[src/crc32r_pkg.sv]
// ----------------------------------------------------------------------------
// crc32r_pkg
// Shared types, constants and the nibble remainder table for the reflected
// CRC-32 byte stream block.
// ----------------------------------------------------------------------------
`default_nettype none

package crc32r_pkg;

  localparam int unsigned CRC_W  = 32;
  localparam int unsigned BYTE_W = 8;
  localparam int unsigned NIB_W  = 4;

  typedef logic [CRC_W-1:0]  crc_t;
  typedef logic [BYTE_W-1:0] byte_t;
  typedef logic [NIB_W-1:0]  nib_t;

  localparam crc_t INIT_RESET_VALUE = 32'hC111_8510;

  // reflected remainders of polynomial 0xedb88320 for each 4-bit value
  function automatic crc_t nibble_rem(input nib_t n);
    crc_t r;
    case (n)
      4'h0:    r = 32'h0000_0000;
      4'h1:    r = 32'h1DB7_1064;
      4'h2:    r = 32'h3B6E_20C8;
      4'h3:    r = 32'h26D9_30AC;
      4'h4:    r = 32'h76DC_4190;
      4'h5:    r = 32'h6B6B_51F4;
      4'h6:    r = 32'h4DB2_6158;
      4'h7:    r = 32'h5005_713C;
      4'h8:    r = 32'hEDB8_8320;
      4'h9:    r = 32'hF00F_9344;
      4'hA:    r = 32'hD6D6_A3E8;
      4'hB:    r = 32'hCB61_B38C;
      4'hC:    r = 32'h9B64_C2B0;
      4'hD:    r = 32'h86D3_D2D4;
      4'hE:    r = 32'hA00A_E278;
      4'hF:    r = 32'hBDBD_F21C;
      default: r = '0;
    endcase
    return r;
  endfunction

  function automatic crc_t advance_nibble(input crc_t v);
    return (v >> NIB_W) ^ nibble_rem(v[NIB_W-1:0]);
  endfunction

endpackage

`default_nettype wire

[src/crc32_reflected_byte_stream.sv]
// ----------------------------------------------------------------------------
// crc32_reflected_byte_stream
// Reflected CRC-32 (poly 0xedb88320, no final xor) over a byte stream.
// ----------------------------------------------------------------------------
// Takes one byte per cycle while in_ready is high. Each byte is folded into
// a 32-bit running crc in the same cycle it is transferred; the byte flagged
// last_byte produces one crc_value and reloads the running crc from
// init_value (0xc1118510 after reset). The result passes through a two-entry
// output buffer, so input ready drops only while both entries hold results
// waiting downstream. Throughput is one byte per clock while in_ready is
// high; the crc is registered in the output buffer before it appears on
// crc_value. Write init_value only in a cycle with no byte transfer; a write
// leaves an open message alone and takes effect at the next reload.
`default_nettype none

module crc32_reflected_byte_stream (
  input  wire         clk,
  input  wire         rst,
  input  wire         cfg_write_en,
  input  wire  [31:0] cfg_write_data,
  input  wire         in_valid,
  output logic        in_ready,
  input  wire  [7:0]  data_byte,
  input  wire         last_byte,
  output logic        out_valid,
  input  wire         out_ready,
  output logic [31:0] crc_value
);
  import crc32r_pkg::*;

  crc_t init_value;
  crc_t running_crc;
  crc_t folded;
  logic accept;
  logic space;

  assign in_ready = space;
  assign accept   = in_valid && space;

  always_ff @(posedge clk) begin
    if (rst) begin
      init_value <= INIT_RESET_VALUE;
    end else if (cfg_write_en) begin
      init_value <= cfg_write_data;
    end
  end

  always_ff @(posedge clk) begin
    if (rst) begin
      running_crc <= INIT_RESET_VALUE;
    end else if (accept) begin
      running_crc <= last_byte ? init_value : folded;
    end
  end

  crc32r_fold u_fold (
    .crc_in  (running_crc),
    .data_in (data_byte),
    .crc_out (folded)
  );

  crc32r_skid u_skid (
    .clk       (clk),
    .rst       (rst),
    .push      (accept && last_byte),
    .push_data (folded),
    .space     (space),
    .out_valid (out_valid),
    .out_ready (out_ready),
    .out_data  (crc_value)
  );

endmodule

`default_nettype wire

[src/crc32r_fold.sv]
// ----------------------------------------------------------------------------
// crc32r_fold
// Folds one byte into the running CRC: xor into the low byte, then two
// table-driven nibble steps.
// ----------------------------------------------------------------------------
`default_nettype none

module crc32r_fold (
  input  var crc32r_pkg::crc_t  crc_in,
  input  var crc32r_pkg::byte_t data_in,
  output var crc32r_pkg::crc_t  crc_out
);
  import crc32r_pkg::*;

  crc_t mixed;
  crc_t step1;

  always_comb begin
    mixed   = crc_in ^ {{(CRC_W-BYTE_W){1'b0}}, data_in};
    step1   = advance_nibble(mixed);
    crc_out = advance_nibble(step1);
  end

endmodule

`default_nettype wire

[src/crc32r_skid.sv]
// ----------------------------------------------------------------------------
// crc32r_skid
// Two-entry result buffer: an output register plus a skid stage, so the
// input side keeps moving while a finished crc waits to be taken.
// ----------------------------------------------------------------------------
`default_nettype none

module crc32r_skid (
  input  wire              clk,
  input  wire              rst,
  input  wire              push,
  input  var crc32r_pkg::crc_t push_data,
  output logic             space,
  output logic             out_valid,
  input  wire              out_ready,
  output var crc32r_pkg::crc_t out_data
);
  import crc32r_pkg::*;

  logic main_valid;
  crc_t main_data;
  logic skid_valid;
  crc_t skid_data;

  assign space     = !skid_valid;
  assign out_valid = main_valid;
  assign out_data  = main_data;

  always_ff @(posedge clk) begin
    if (rst) begin
      main_valid <= 1'b0;
      skid_valid <= 1'b0;
    end else if (!main_valid || out_ready) begin
      // output slot frees this cycle
      if (skid_valid) begin
        main_valid <= 1'b1;
        main_data  <= skid_data;
        skid_valid <= push;
        if (push) begin
          skid_data <= push_data;
        end
      end else begin
        main_valid <= push;
        if (push) begin
          main_data <= push_data;
        end
      end
    end else if (push) begin
      skid_valid <= 1'b1;
      skid_data  <= push_data;
    end
  end

endmodule

`default_nettype wire

[config.mk]
export PLATFORM = sky130hd
export DESIGN_NAME = crc32_reflected_byte_stream
export DESIGN_NICKNAME = d
export VERILOG_FILES = /design/src/crc32r_pkg.sv /design/src/crc32_reflected_byte_stream.sv /design/src/crc32r_fold.sv /design/src/crc32r_skid.sv
export SDC_FILE = /design/constraint.sdc
export NUM_CORES = 1
export LEC_CHECK = 0
export BUFFER_PORTS_ARGS = -buffer_cell sky130_fd_sc_hd__buf_2
export CORE_MARGIN = 4
export CORE_UTILIZATION = 58
export CTS_CLUSTER_SIZE = 8
export DETAILED_ROUTE_END_ITERATION = 10
export GPL_TIMING_DRIVEN = 0
export HOLD_SLACK_MARGIN = 0.02
export PLACE_DENSITY = 0.81
export SLEW_MARGIN = 20
export SYNTH_ARGS = -nofsm -noshare
export SYNTH_HDL_FRONTEND = slang
export SYNTH_HIERARCHICAL = 1
export SYNTH_SLANG_ARGS = --single-unit
[constraint.sdc]
create_clock -name clk -period 4.94 [get_ports clk]
set_clock_uncertainty 0.2 [all_clocks]
set_input_delay 0.494 -clock clk [delete_from_list [all_inputs] [get_ports clk]]
set_output_delay 0.494 -clock clk [all_outputs]
set_load 0.02 [all_outputs]
==> results of run 1 <==
-- cells by family after synthesis --
group | after synthesis
flip-flops | 130
multiplexers | 87
XOR/XNOR | 68
AO/OA/AOI/OAI | 66
AND/OR/NAND/NOR | 53
buffers and inverters | 30
-- cell usage in the layout, fill, tap and decap left out, types with 3 or more instances in the layout --
cell type      instances
a211oi_2              20
mux2_2                18
a211o_1                9
buf_6                 11
dlygate4sd3_1         26
a21oi_1               24
bufinv_16              3
clkbuf_16             17
dfxtp_1               66
xnor2_1               32
xor2_1                21
nor2_1                35
a22oi_1                9
nor2b_1               10
edfxtp_1              64
buf_2                 86
mux2i_1               55
buf_4                  8
xnor2_2                8
mux2_4                14
clkbuf_1               7
a211oi_1               3
-- worst register-to-register path: cells and delay by family, from the launching register on --
kind	cells	cell delay (ns)
flops	1	0.34
buf+inv	7	1.31
simple gates	3	0.73
-- state kept, by name, summed over array words and instances (netlist names) --
name	flops
init_value	32
u_skid/skid_data	32
running_crc	32
u_skid/out_data	32
u_skid/out_valid	1
u_skid/skid_valid	1
-- through the flow --
| step | setup WS (ns) | util | setup TNS [ns] |
|---|---|---|---|
| CTS | 2.08 | 0.754 | 0 |
| global placement | -0.449 | 0.661 | -14.29 |
| floorplan | 0.728 | - | 0 |
| global route | 1.96 | 0.754 | 0 |
| detailed placement | 1.78 | 0.668 | 0 |
| finish | 2.07 | 0.754 | 0 |
-- area by class of cell --
type / instances / area [µm²] / share of cell area
Buffer: 29 / 243 / 0.0325
Clock buffer: 23 / 468 / 0.0626
Clock inverter: 9 / 128 / 0.0171
Inverter: 1 / 3.75 / 0.000502
Multi-Input combinational cell: 274 / 2520 / 0.338
Sequential cell: 130 / 3240 / 0.434
Tap cell: 133 / 166 / 0.0223
Timing Repair Buffer: 108 / 698 / 0.0934
-- report_power, final --
part	switching, W	total, W	internal [W]
logic	0.000606	0.00118	0.000576
registers	0.0000491	0.00139	0.00135
clock network	0.000445	0.00125	0.000809
-- worst min-delay path by stage --
stage	end	slack [ns]	depth (start not counted)
detailed placement	init_value[12]$_SDFFE_PP0P_	0.29	2
CTS	init_value[9]$_SDFFE_PP0P_	0.02	3
global placement	init_value[12]$_SDFFE_PP0P_	0.27	2
finish	init_value[9]$_SDFFE_PP0P_	0.04	3
floorplan	init_value[0]$_SDFFE_PP0P_	0.26	2
global route	init_value[28]$_SDFFE_PP0P_	0.03	3
-- metal layers --
layer / global-route usage / wire (µm)
met5: 0 / 0
met4: 0.0837 / 226
met3: 0.0628 / 776
met2: 0.421 / 7050
met1: 0.327 / 6100
==> metrics, run 1 <==
outcome finished, final reports clean; average size of a mapped cell about 14 µm²; vias around 4000; Critical Path Start Type flop; RR Startpoint u_skid/skid_valid$_SDFFE_PP0P_; num ports 80; Initial Utilization 0.606; Hold Startpoint cfg_write_data[9]; crit-path cells buf_6 -> buf_6 -> inv_1 -> buf_2 -> buf_4 -> and3_1 -> nor2_1 -> nor3_2 -> buf_6 -> buf_4; Total Power around 0.0038 W; post-CTS resize count 0; die area 12000 µm²; clk slew on worst S/H paths roughly 0.06 ns; initial antenna violation count 0; syn_nets 480; Slew @ Worst Pin between 0.7 and 0.8 ns; Synth top cells by count dfxtp_1, edfxtp_1, mux2i_1; mux contribution to synthesized area 0.161; Site Rows 36; Max Cap Viol 0; minimum clock period 2.87 ns; Post-Synth XOR/XNOR Area 0.126; largest family of logic cells by synthesized area multiplexers; Setup Viol. Count Final 0; Post-Syn Area roughly 6000 µm²; CTS buffer count 17; die width ~110 µm; Routed Antenna Nets 0; top cells by area, synth edfxtp_1, dfxtp_1, mux2i_1; WP buf/inv 7; Die Y 110 µm; Pre-antenna DRT Iters 5; P per Cell Area roughly 510 nW/µm²; Tot GR Track Use 0.254; placed cell count 649; vias in the first global route 4080; hpwl dp 9.38 mm; # diodes 0; slowest stage delay, CP 0.39 ns; Worst-Skew Late Latency 0.53 ns; drt drc 0; share of post-route cells with drive strength above 1 0.350; final hold violations 0; routability cong. 0.800; CP startpoint u_skid/skid_valid$_SDFFE_PP0P_; ys flop type dfxtp_1; Core ar. around 10000 µm²; Vias/cell 5.60; Post-CTS Setup Bufs 0; largest net degree at the start of global routing 17; CP arrival 2.90 ns; crit-path leading delay family buffers and inverters; unrepaired setup endpoints after global routing false; CTS root buf clkbuf_8; leading area contributor after synthesis edfxtp_1; Yosys cell types 33; Worst path slowest cell nor3_2; FILL cells 631; Pleak between 3 and 4 nW; cell repeated most along the worst path buf_6; Synth Warn # 6; Worst setup endpoint u_skid/out_data[5]$_DFFE_PP_; DP Area about 6600 µm²; Fmax 0.348 GHz; Layout Cells excl Fill between 700 and 800; Synth top area share 0.320; CTS Hold Bufs 26; total wire length 14.2 mm; Synth Area in Simple Gates 0.0413; CP required 4.96 ns; worst hold path class primary input to flop; wire length per cell between 20 and 25 µm; EDFF count, synth between 60 and 70; worst r2r path cells 10; clock tree buffer depth 2; reg2reg setup slack 2.07 ns; Final Max Slew Viols 0; DRT iter0 DRCs 242; Compound-Gate Fraction of Synth Area 0.0907; CTS sink cnt 130; worst-case vdd ir drop 0.298 mV; crit path kind flop to flop; Mapped Cells 434; Setup crit end kind flop; period utilization 0.582; Synth Area in Adders 0; grt total ovfl 0; IO buf count 77; Min Hold Slack 0.0361 ns; Layout area overhead 24.5%; Worst path depth 10; layout net count 607; Worst Path Max Fanout 11; first-pass GRT wire length roughly 22 mm; depth of the CTS H-tree 4; TritonCTS clock tree built; synthesized flop and latch total 130; asr flop ratio synth 0; worst rel slew slack 0.472; Final Cell Area 7470 µm²; sequential fraction of the synthesis area 0.540; worst flop-to-flop path endpoint u_skid/out_data[5]$_DFFE_PP_; top-count cell post-synth dfxtp_1
Note: power is estimated with default switching activity, not from simulation.
==> inputs of run 2 (changes only) <==
==> constraint.sdc (replaced) <==
create_clock -name clk -period 2.8 [get_ports clk]
set_clock_uncertainty 0.2 [all_clocks]
set_input_delay 0.28 -clock clk [delete_from_list [all_inputs] [get_ports clk]]
set_output_delay 0.28 -clock clk [all_outputs]
set_load 0.02 [all_outputs]
==> metrics, run 2 (synthesized netlist as in run 1, its figures left out) <==
Initial Utilization 0.606 (unchanged); Pleak 3.14 nW (+4.2%); Reg area 3240 µm² (unchanged); Worst Path Max Fanout 6 (-5); Critical Path Start Type flop; FILL cells 582 (-7.8%); Multi-input gate area 2570 µm² (+1.7%); setup TNS 0 ns (unchanged); num ports 80 (unchanged); Layout area overhead 29.2%; DRT iter0 DRCs 246 (+1.7%); largest net degree at the start of global routing 18 (+1); pre-CTS setup slack -0.184 ns (-1.96 ns); CP arrival 2.79 ns (-0.11 ns); most frequent cells in the layout buf_2, dfxtp_1, edfxtp_1; Vias/cell 5.66 (+1.0%); slowest stage delay, CP 0.49 ns (+0.10 ns); initial antenna violation count 0 (unchanged); unrepaired setup endpoints after global routing false; P per Cell Area 893 nW/µm² (+74%); layout net count 629 (+3.6%); vias 4123 (+4.1%); CTS buffer count 17 (unchanged); Final Max Slew Viols 0 (unchanged); worst rel slew slack 0.621 (+0.149); wire length per cell 19.9 µm (-0.50%); Slew @ Worst Pin 0.564 ns (-0.222 ns); CTS root buf clkbuf_8; Pre-antenna DRT Iters 5 (unchanged); # diodes 0 (unchanged); Fmax 0.368 GHz (+5.7%); Routed Antenna Nets 0 (unchanged); DP Area 6620 µm² (about the same); share of post-route cells with drive strength above 1 0.356 (+0.00553); cell repeated most along the worst path xnor2_2; Final Cell Area 7750 µm² (+3.8%); hpwl dp 9.27 mm (-1.2%); die area 12000 µm² (unchanged); Site Rows 36 (unchanged); CTS sink cnt 130 (unchanged); final hold violations 0 (unchanged); crit-path leading delay family XOR/XNOR gates; Worst path slowest cell xor3_2; IO buf count 77 (unchanged); Core ar. 9910 µm² (unchanged); Max Cap Viol 0 (unchanged); WP buf/inv 0 (-7); total wire length 14.5 mm (+2.6%); worst-case vdd ir drop 0.435 mV (+46%); crit path kind flop to flop; Tot GR Track Use 0.258 (+0.00473); first-pass GRT wire length 22.7 mm (+2.7%); clock tree buffer depth 2 (unchanged); outcome finished, final reports clean; die width 110 µm (unchanged); grt total ovfl 0 (unchanged); routability cong. 0.818 (+2.3%); final worst slack 0.0827 ns (-1.98 ns); final core occ 0.783 (+0.0285); drt drc 0 (unchanged); Die Y 110 µm (unchanged); vias in the first global route 4248 (+4.1%); depth of the CTS H-tree 4 (unchanged); TritonCTS clock tree built; leading cell type in the layout, fill and taps excluded buf_2; CP required 2.87 ns (-2.09 ns); Setup Viol. Count Final 0 (unchanged); Min Hold Slack 0.118 ns (+0.0823 ns); Worst-Skew Late Latency 0.53 ns (about the same); period utilization 0.970 (+0.389); worst hold path class primary input to flop; minimum clock period 2.72 ns (-0.156 ns); crit-path cells xnor2_2 -> xnor2_2 -> xor3_2 -> xor3_1 -> mux2_4; Setup crit end kind flop; clk slew on worst S/H paths 0.06 ns (about the same)
[run 2: layout make-up]
class | instances | share of cell area
inverters | 1 | 0.000484
repair buffers | 130 | 0.117
clock inverters | 8 | 0.0153
clock buffers | 24 | 0.0649
plain buffers | 29 | 0.0313
flip-flops and latches | 130 | 0.418
well taps | 133 | 0.0215
multi-input cells | 274 | 0.331
[run 2: worst reg2reg max path, delay by kind of cell, from the launching register on]
kind | cells | cell delay (ns)
xor gates and xnor gates | 4 | 1.63
DFF | 1 | 0.33
muxes | 1 | 0.30
[run 2: per-layer routing]
layer  wire (µm)  vias up  global-route usage  part of all wire
met2        7250      198               0.431              0.50
met1        5930     2027               0.328              0.41
met3        1030       29              0.0534             0.071
met5           0        -                   0                 0
li1            -     1869                   -                 -
met4         318        0               0.110             0.022
[run 2: path summary, 6_finish.rpt]
check | cells past startpoint | start | slack, ns | endpoint
max | 5 | running_crc[6]$_SDFFE_PP0P_ | 0.08 | u_skid/out_data[20]$_DFFE_PP_
min | 4 | cfg_write_en | 0.12 | init_value[28]$_SDFFE_PP0P_
min reg2reg | 2 | init_value[28]$_SDFFE_PP0P_ | 0.30 | init_value[28]$_SDFFE_PP0P_
max reg2reg | 5 | running_crc[6]$_SDFFE_PP0P_ | 0.08 | u_skid/out_data[20]$_DFFE_PP_
[run 2: through the flow]
stage | power, W | instances
after CTS | 0.00688 | 722
after global placement | 0.00445 | 644
after detailed placement | 0.00451 | 648
final | 0.00692 | 729
after floorplan | 0.00403 | 434
after global routing | 0.00719 | 729
[run 2: power by group]
group	total (W)	switching, W	internal [W]
sequential	0.00246	0.0000894	0.00237
combinational	0.00215	0.00109	0.00106
clock	0.00231	0.000800	0.00151
total	0.00692	0.00198	0.00494
[run 2: what timing repair did]
action	CTS	global route
gates resized for setup	2	2
hold buffers	42	0
hold endpoints to repair	39	0
endpoints found under the setup margin	2	6
pin swaps	0	3
setup buffers	0	7
gates cloned	0	0
